## src/design/pee_pkg.sv

```systemverilog
// Shared types and constants for the postfix expression evaluator.
// Used by the controller, the datapath and the top level.
package pee_pkg;

  localparam int DEFAULT_STACK_DEPTH = 8;

  localparam logic [7:0] TOK_PLUS  = 8'h2B;
  localparam logic [7:0] TOK_MINUS = 8'h2D;
  localparam logic [7:0] TOK_MUL   = 8'h2A;
  localparam logic [7:0] TOK_DIV   = 8'h2F;
  localparam logic [7:0] TOK_ZERO  = 8'h30;
  localparam logic [7:0] TOK_NINE  = 8'h39;

  typedef enum logic [2:0] {
    ST_OK       = 3'd0,
    ST_UNDER    = 3'd1,
    ST_OVER     = 3'd2,
    ST_DIVZERO  = 3'd3,
    ST_BADCHAR  = 3'd4,
    ST_LEFTOVER = 3'd5
  } status_code_t;

  typedef struct packed {
    logic         push;
    logic         load_op;
    logic         exec;
    logic         div_start;
    logic         div_apply;
    logic         err_wr;
    status_code_t err_code;
    logic         finish;
  } ctrl_cmd_t;

  typedef struct packed {
    logic err_set;
    logic is_digit;
    logic is_op;
    logic is_div;
    logic full;
    logic lt2;
    logic tos_zero;
    logic div_done;
    logic out_busy;
  } dp_stat_t;

endpackage

```

## src/design/pee_div.sv

```systemverilog
// Iterative signed 32-bit divider, one quotient bit per cycle, truncating toward zero.
// Uses pee_pkg only by convention; no package items needed beyond the header import.
module pee_div
  import pee_pkg::*;
(
  input  logic        clk,
  input  logic        rst,
  input  logic        start,
  input  logic [31:0] dividend,
  input  logic [31:0] divisor,
  output logic        done,
  output logic [31:0] quotient
);

  localparam int W  = 32;
  localparam int SW = $clog2(W);

  logic          busy;
  logic [SW-1:0] step;
  logic [W-1:0]  q;
  logic [W-1:0]  rem;
  logic [W-1:0]  dm;
  logic          neg;
  logic [W:0]    shifted;
  logic [W:0]    diff;

  assign shifted  = {rem, q[W-1]};
  assign diff     = shifted - {1'b0, dm};
  assign quotient = neg ? (W'(0) - q) : q;

  always_ff @(posedge clk) begin
    if (rst) begin
      busy <= 1'b0;
      done <= 1'b0;
      step <= '0;
    end else begin
      done <= 1'b0;
      if (start) begin
        busy <= 1'b1;
        step <= '0;
      end else if (busy) begin
        step <= step + SW'(1);
        if (step == SW'(W - 1)) begin
          busy <= 1'b0;
          done <= 1'b1;
        end
      end
    end
  end

  always_ff @(posedge clk) begin
    if (start) begin
      q   <= dividend[W-1] ? (W'(0) - dividend) : dividend;
      dm  <= divisor[W-1] ? (W'(0) - divisor) : divisor;
      rem <= '0;
      neg <= dividend[W-1] ^ divisor[W-1];
    end else if (busy) begin
      if (!diff[W]) begin
        rem <= diff[W-1:0];
        q   <= {q[W-2:0], 1'b1};
      end else begin
        rem <= shifted[W-1:0];
        q   <= {q[W-2:0], 1'b0};
      end
    end
  end

endmodule

```

## src/design/pee_ctrl.sv

```systemverilog
// Controller state machine: decides per token what the datapath does.
// Depends on pee_pkg for command/status structs and status codes.
module pee_ctrl
  import pee_pkg::*;
(
  input  logic      clk,
  input  logic      rst,
  input  logic      in_valid,
  input  logic      last_token,
  output logic      in_ready,
  input  dp_stat_t  stat,
  output ctrl_cmd_t cmd
);

  typedef enum logic [1:0] {
    S_IDLE,
    S_EXEC,
    S_DIV,
    S_FIN
  } state_t;

  state_t state;
  state_t state_next;
  logic   last_q;
  logic   accept;
  state_t after_item;

  assign in_ready   = (state == S_IDLE);
  assign accept     = in_valid && in_ready;
  assign after_item = last_q ? S_FIN : S_IDLE;

  always_comb begin
    cmd        = '0;
    cmd.err_code = ST_OK;
    state_next = state;
    unique case (state)
      S_IDLE: begin
        if (accept) begin
          state_next = last_token ? S_FIN : S_IDLE;
          if (stat.err_set) begin
            // expression already failed; drop token
          end else if (stat.is_digit) begin
            if (stat.full) begin
              cmd.err_wr   = 1'b1;
              cmd.err_code = ST_OVER;
            end else begin
              cmd.push = 1'b1;
            end
          end else if (!stat.is_op) begin
            cmd.err_wr   = 1'b1;
            cmd.err_code = ST_BADCHAR;
          end else if (stat.lt2) begin
            cmd.err_wr   = 1'b1;
            cmd.err_code = ST_UNDER;
          end else if (stat.is_div) begin
            if (stat.tos_zero) begin
              cmd.err_wr   = 1'b1;
              cmd.err_code = ST_DIVZERO;
            end else begin
              cmd.load_op   = 1'b1;
              cmd.div_start = 1'b1;
              state_next    = S_DIV;
            end
          end else begin
            cmd.load_op = 1'b1;
            state_next  = S_EXEC;
          end
        end
      end
      S_EXEC: begin
        cmd.exec   = 1'b1;
        state_next = after_item;
      end
      S_DIV: begin
        if (stat.div_done) begin
          cmd.div_apply = 1'b1;
          state_next    = after_item;
        end
      end
      S_FIN: begin
        if (!stat.out_busy) begin
          cmd.finish = 1'b1;
          state_next = S_IDLE;
        end
      end
      default: state_next = S_IDLE;
    endcase
  end

  always_ff @(posedge clk) begin
    if (rst) begin
      state  <= S_IDLE;
      last_q <= 1'b0;
    end else begin
      state <= state_next;
      if (accept) begin
        last_q <= last_token;
      end
    end
  end

endmodule

```

## src/design/pee_dp.sv

```systemverilog
// Datapath: top two stack entries in registers, deeper entries in a memory,
// ALU, divider, error and output registers. Depends on pee_pkg and pee_div.
module pee_dp
  import pee_pkg::*;
#(
  parameter int STACK_DEPTH = DEFAULT_STACK_DEPTH
) (
  input  logic               clk,
  input  logic               rst,
  input  logic [7:0]         token,
  input  ctrl_cmd_t          cmd,
  output dp_stat_t           stat,
  input  logic               out_ready,
  output logic               out_valid,
  output logic signed [31:0] value,
  output logic [2:0]         status
);

  localparam int CW        = $clog2(STACK_DEPTH + 1);
  localparam int MEM_DEPTH = (STACK_DEPTH > 2) ? (STACK_DEPTH - 2) : 1;
  localparam int AW        = (MEM_DEPTH > 1) ? $clog2(MEM_DEPTH) : 1;

  typedef enum logic [1:0] {
    OP_ADD,
    OP_SUB,
    OP_MUL,
    OP_DIV
  } op_t;

  logic [CW-1:0] count;
  status_code_t  err;
  logic [31:0]   tos;
  logic [31:0]   nos;
  logic [31:0]   mem [MEM_DEPTH];
  logic [31:0]   rd_data;
  op_t           op_q;
  op_t           op_dec;
  logic [31:0]   alu_res;
  logic [31:0]   digit_val;
  logic [CW-1:0] count_m2;
  logic [CW-1:0] count_m3;
  logic          div_done;
  logic [31:0]   div_q;

  assign count_m2  = count - CW'(2);
  assign count_m3  = count - CW'(3);
  assign digit_val = {24'd0, 8'(token - TOK_ZERO)};

  always_comb begin
    case (token)
      TOK_PLUS:  op_dec = OP_ADD;
      TOK_MINUS: op_dec = OP_SUB;
      TOK_MUL:   op_dec = OP_MUL;
      default:   op_dec = OP_DIV;
    endcase
  end

  always_comb begin
    case (op_q)
      OP_ADD:  alu_res = nos + tos;
      OP_SUB:  alu_res = nos - tos;
      OP_MUL:  alu_res = nos * tos;
      default: alu_res = nos + tos;
    endcase
  end

  assign stat.err_set  = (err != ST_OK);
  assign stat.is_digit = (token >= TOK_ZERO) && (token <= TOK_NINE);
  assign stat.is_op    = (token == TOK_PLUS) || (token == TOK_MINUS) ||
                         (token == TOK_MUL) || (token == TOK_DIV);
  assign stat.is_div   = (token == TOK_DIV);
  assign stat.full     = (count >= CW'(STACK_DEPTH));
  assign stat.lt2      = (count < CW'(2));
  assign stat.tos_zero = (tos == 32'd0);
  assign stat.div_done = div_done;
  assign stat.out_busy = out_valid && !out_ready;

  pee_div u_div (
    .clk      (clk),
    .rst      (rst),
    .start    (cmd.div_start),
    .dividend (nos),
    .divisor  (tos),
    .done     (div_done),
    .quotient (div_q)
  );

  // control state
  always_ff @(posedge clk) begin
    if (rst) begin
      count     <= '0;
      err       <= ST_OK;
      out_valid <= 1'b0;
    end else begin
      if (cmd.finish) begin
        out_valid <= 1'b1;
      end else if (out_valid && out_ready) begin
        out_valid <= 1'b0;
      end
      if (cmd.push) begin
        count <= count + CW'(1);
      end
      if (cmd.exec || cmd.div_apply) begin
        count <= count - CW'(1);
      end
      if (cmd.err_wr) begin
        err <= cmd.err_code;
      end
      if (cmd.finish) begin
        count <= '0;
        err   <= ST_OK;
      end
    end
  end

  // payload
  always_ff @(posedge clk) begin
    if (cmd.push) begin
      tos <= digit_val;
      nos <= tos;
    end
    if (cmd.load_op) begin
      op_q <= op_dec;
    end
    if (cmd.exec) begin
      tos <= alu_res;
      nos <= rd_data;
    end
    if (cmd.div_apply) begin
      tos <= div_q;
      nos <= rd_data;
    end
    if (cmd.finish) begin
      if (err != ST_OK) begin
        value  <= '0;
        status <= err;
      end else if (count == CW'(1)) begin
        value  <= $signed(tos);
        status <= ST_OK;
      end else begin
        value  <= '0;
        status <= ST_LEFTOVER;
      end
    end
  end

  // deeper stack entries
  always_ff @(posedge clk) begin
    if (cmd.push && (count >= CW'(2))) begin
      mem[count_m2[AW-1:0]] <= nos;
    end
    if (cmd.load_op && (count >= CW'(3))) begin
      rd_data <= mem[count_m3[AW-1:0]];
    end
  end

  a_count_range: assert property (@(posedge clk) disable iff (rst)
    count <= CW'(STACK_DEPTH))
    else $error("stack count beyond depth");

  a_push_room: assert property (@(posedge clk) disable iff (rst)
    cmd.push |-> (count < CW'(STACK_DEPTH)))
    else $error("push onto full stack");

  a_pop_two: assert property (@(posedge clk) disable iff (rst)
    (cmd.exec || cmd.div_apply) |-> (count >= CW'(2)))
    else $error("operator applied with fewer than two values");

  a_finish_clear: assert property (@(posedge clk) disable iff (rst)
    cmd.finish |=> (count == '0) && (err == ST_OK) && out_valid)
    else $error("expression end did not clear stack");

endmodule

```

## src/design/postfix_expression_evaluator_core.sv

```systemverilog
// Postfix evaluator: digits and errors are handled as the token is accepted;
// + - * pass an execute state, / the 32-step bit-serial divider. A finish
// state after the last character loads the result register, held until taken;
// input is taken only in the idle state, not during an operator or a finish.
// Reset (rst, synchronous): stack empty, no error, no result pending; the
// stack memory is not cleared and needs no clearing pass.
module postfix_expression_evaluator_core
  import pee_pkg::*;
#(
  parameter int STACK_DEPTH = DEFAULT_STACK_DEPTH
) (
  input  logic               clk,
  input  logic               rst,
  input  logic               in_valid,
  output logic               in_ready,
  input  logic [7:0]         token,
  input  logic               last_token,
  output logic               out_valid,
  input  logic               out_ready,
  output logic signed [31:0] value,
  output logic [2:0]         status
);

  ctrl_cmd_t cmd;
  dp_stat_t  stat;

  pee_ctrl u_ctrl (
    .clk        (clk),
    .rst        (rst),
    .in_valid   (in_valid),
    .last_token (last_token),
    .in_ready   (in_ready),
    .stat       (stat),
    .cmd        (cmd)
  );

  pee_dp #(
    .STACK_DEPTH (STACK_DEPTH)
  ) u_dp (
    .clk       (clk),
    .rst       (rst),
    .token     (token),
    .cmd       (cmd),
    .stat      (stat),
    .out_ready (out_ready),
    .out_valid (out_valid),
    .value     (value),
    .status    (status)
  );

endmodule
```

## config.mk

```make
export PLATFORM = sky130hd
export DESIGN_NAME = postfix_expression_evaluator_core
export DESIGN_NICKNAME = d
export VERILOG_FILES = /design/src/design/pee_pkg.sv /design/src/design/pee_div.sv /design/src/design/pee_ctrl.sv /design/src/design/pee_dp.sv /design/src/design/postfix_expression_evaluator_core.sv
export SDC_FILE = /design/constraint.sdc
export NUM_CORES = 2
export LEC_CHECK = 0
export BUFFER_PORTS_ARGS = -buffer_cell sky130_fd_sc_hd__buf_2
export CELL_PAD_IN_SITES_DETAIL_PLACEMENT = 1
export CELL_PAD_IN_SITES_GLOBAL_PLACEMENT = 1
export CORE_MARGIN = 2
export CORE_UTILIZATION = 50
export CTS_CLUSTER_DIAMETER = 60
export DETAILED_ROUTE_END_ITERATION = 8
export PLACE_DENSITY = 0.82
export SLEW_MARGIN = 20
export SYNTH_ARGS = -nofsm -noshare
export SYNTH_HDL_FRONTEND = slang
export SYNTH_SLANG_ARGS = --single-unit
```

## constraint.sdc

```tcl
create_clock -name clk -period 12.7 [get_ports clk]
set_clock_uncertainty 0.15 [all_clocks]
set_input_delay 1.905 -clock clk [delete_from_list [all_inputs] [get_ports clk]]
set_output_delay 1.905 -clock clk [all_outputs]
set_load 0.005 [all_outputs]
```

==> results.toml <==
[status]
status = "finished clean"

[placement]
post-dp-hpwl_mm = 84.2
io_buffers = 49
post-place-ws_ns = 4.47
gp_congestion = 0.970

[detailed_routing]
drt_iter0_markers = 2128
wl_per_cell_um = 25.8
drcViolationCount = 0
ant_nets = 0
vias_per_cell = 6.02
vias = 28300
firstDrtPassIters = 5
wirelength_mm = 121

[global_route]
overflow = 0
grt_max_degree = 69
antenna_found_initial = 3
grt_pass1_vias = 31600
grt_util_all_layers = 0.315
grt_pass1_wl_mm = 187

[clock_network]
postCtsSetupBuffers = 0
cts_buffers = 53
cts_resized = 0
htreeDepth = 2
cts_num_sinks = 440
cts_root_buf = "clkbuf_16"
clk_latency_ns = 0.64
hold_buffers = 0
clkTransAtPathRegs_ns = 0.06
cts_tree = "yes"
cts.path.max_buffers = 3

[floorplan]
core-area_sq_um = 76100
die_x_um = 282
initial_core_util = 0.506
die-height_um = 282
fp-row-count = 101
io_pins = 50
die_area_sq_um = 79300

[critical_path]
crit_path_max_incr_delay_ns = 1.15
worst_path_max_delay_cell = "edfxtp_1"
crit_required_ns = 12.94
cp-end-kind = "flip-flop"
cpMostUsedCell = "fa_1"
worstSetupPathType = "reg -> reg"
cp-start-kind = "flip-flop"
timing.critical_path.cells = "and2_1, fa_1, inv_1, fa_1, fa_1, inv_1, fa_1, ha_1, ha_1, inv_1, fa_1, inv_1, fa_1, ha_1, or3_1, a211oi_1, o32ai_1, o221ai_1, o21ai_0, o21ai_0, nand2b_1, a21oi_1, o22ai_1, or3_1"
crit_fanout = 27
r2r_setup_slack_ns = 4.34
cp.arrival_ns = 8.60

[timing]
setup_tns_ns = 0
max_freq_ghz = 0.120
finalWorstSetupSlack_ns = 4.34
slew_headroom = 0.190
setup_viol = 0
slew_violations = 0
period_needed_ns = 8.36
grt_setup_unrepaired = "false"
final-hold-violation-count = 0
finalCritPeriodShare = 0.658
worstMarginPinSlew_ns = 1.21

[min_path]
hp-class = "reg -> reg"

[synthesis]
async_flop_share = 0
yosysSeqAreaShare = 0.330
synth_top_area_share = 0.304
ys_types = 75
yosysWarnings = 0
muxShareOfSynthArea = 0.0447
synth_xor_area_frac = 0.0596
avgSynthCellArea_sq_um = 10.5
synth_top_family_by_area = "adder cells"
synth_compound_area_frac = 0.0824
synth_area_sq_um = 38500
syn_inst = 3662
synthSimpleGateAreaFrac = 0.140
synth.area.top_cells = "edfxtp_1 30%, fa_1 21%, ha_1 6.5%"
synth_fa_ha_area_frac = 0.278
syn_nets = 4286
synth_flop_cell = "edfxtp_1"
synth_area_leader_cell = "edfxtp_1"
synth_seq_cells = 440
synth-edff-count = 390

[finish]
multi_input_area_sq_um = 23400
area_delta_synth_final_pct = 8.22
layout-drive-gt1-share = 0.0874
fillers = 8199
nets = 4258
layout.area.seq_sq_um = 12700
final_util = 0.548

[flow_run]
max_cap_violations = 0
-- layout by cell type (no fill, tap or decap), types with 105 or more instances in the layout --
cell / count
ha_1: 201
xnor2_1: 143
a21oi_1: 105
inv_1: 438
nand2_1: 397
and2_1: 346
edfxtp_1: 390
fa_1: 410
xor2_1: 117
o21ai_0: 173
-- worst max-delay path, delay by kind of cell (launching register included) --
family | cells | cell delay [ns]
AND/OR/NAND/NOR | 4 | 1.08
buffers and inverters | 4 | 0.24
adder cells (fa/ha/maj) | 9 | 3.51
flip-flops | 1 | 1.15
AO/OA/AOI/OAI | 7 | 1.95
-- final cells by class --
class,instances,area share
inverter,440,0.0396
timing repair buffer,134,0.0217
antenna,1,0.0000600
sequential,440,0.305
clock inverter,35,0.00834
tap,1030,0.0309
clock buffer,60,0.0329
multi-input combinational,2565,0.561
-- sequential cells by signal (all words and copies together) (netlist names), 4 cells and up --
register / cells
u_dp.u_div.q: 32
u_dp.nos: 32
u_dp.u_div.rem: 32
u_dp.mem: 192
u_dp.count: 4
u_dp.rd_data: 32
u_dp.tos: 32
u_dp.value: 32
u_dp.u_div.step: 5
u_dp.u_div.dm: 32
-- through the flow --
step                      instance area, sq um  instances  hold slack, ns
final                                    41700       4705           0.313
after floorplan                          38500       3662           0.286
after CTS                                41700       4703           0.317
after global routing                     41700       4704           0.334
after detailed placement                 39900       4608           0.309
after global placement                   39900       4608           0.302
-- Yosys cell counts (7+ instances only) --
| cell | number |
|---|---|
| nand3b_1 | 7 |
| o21ai_0 | 173 |
| and3_1 | 12 |
| ha_1 | 201 |
| nor4_1 | 7 |
| o21bai_1 | 11 |
| buf_2 | 11 |
| nand2b_1 | 28 |
| nor2b_1 | 21 |
| mux2_2 | 32 |
| or3_1 | 22 |
| a211oi_1 | 17 |
| nor3_1 | 29 |
| nand2_1 | 397 |
| xor2_1 | 118 |
| nor2_1 | 98 |
| nand4_1 | 15 |
| dfxtp_1 | 50 |
| and2_1 | 346 |
| a21o_1 | 44 |
| a21oi_1 | 105 |
| buf_1 | 21 |
| o22ai_1 | 12 |
| or4_1 | 11 |
| fa_1 | 410 |
| xnor2_1 | 144 |
| mux4_2 | 32 |
| clkbuf_1 | 182 |
| o21a_1 | 13 |
| nand3_1 | 35 |
| edfxtp_1 | 390 |
| inv_1 | 438 |
| o41ai_1 | 14 |
| mux2i_1 | 64 |
| a22oi_1 | 7 |
| o211ai_1 | 15 |
| a31oi_1 | 12 |
| o31ai_1 | 33 |
-- cell families after synthesis --
| group | Yosys count |
|---|---|
| AO/OA/AOI/OAI | 507 |
| XOR/XNOR | 262 |
| multiplexers | 128 |
| buffers and inverters | 657 |
| flip-flops | 440 |
| adder cells (fa/ha/maj) | 611 |
| AND/OR/NAND/NOR | 1057 |
-- layer usage --
layer	track usage	up-vias	wire, um
met5	0	-	14
met4	0.174	2	7370
met3	0.0453	401	8570
met2	0.525	1139	57900
met1	0.397	14700	47600
li1	-	12100	-
-- final timing paths --
check / startpoint / to / cells after the start
max: u_dp.tos[2] / u_dp.tos[30] / 24
min: u_ctrl.last_q / u_ctrl.last_q / 2
max reg2reg: u_dp.tos[2] / u_dp.tos[30] / 24
min reg2reg: u_ctrl.last_q / u_ctrl.last_q / 2
Power is left out: the tool's default activity adds up to more than one toggle a clock period on the data nets, which glitch-free logic cannot reach.
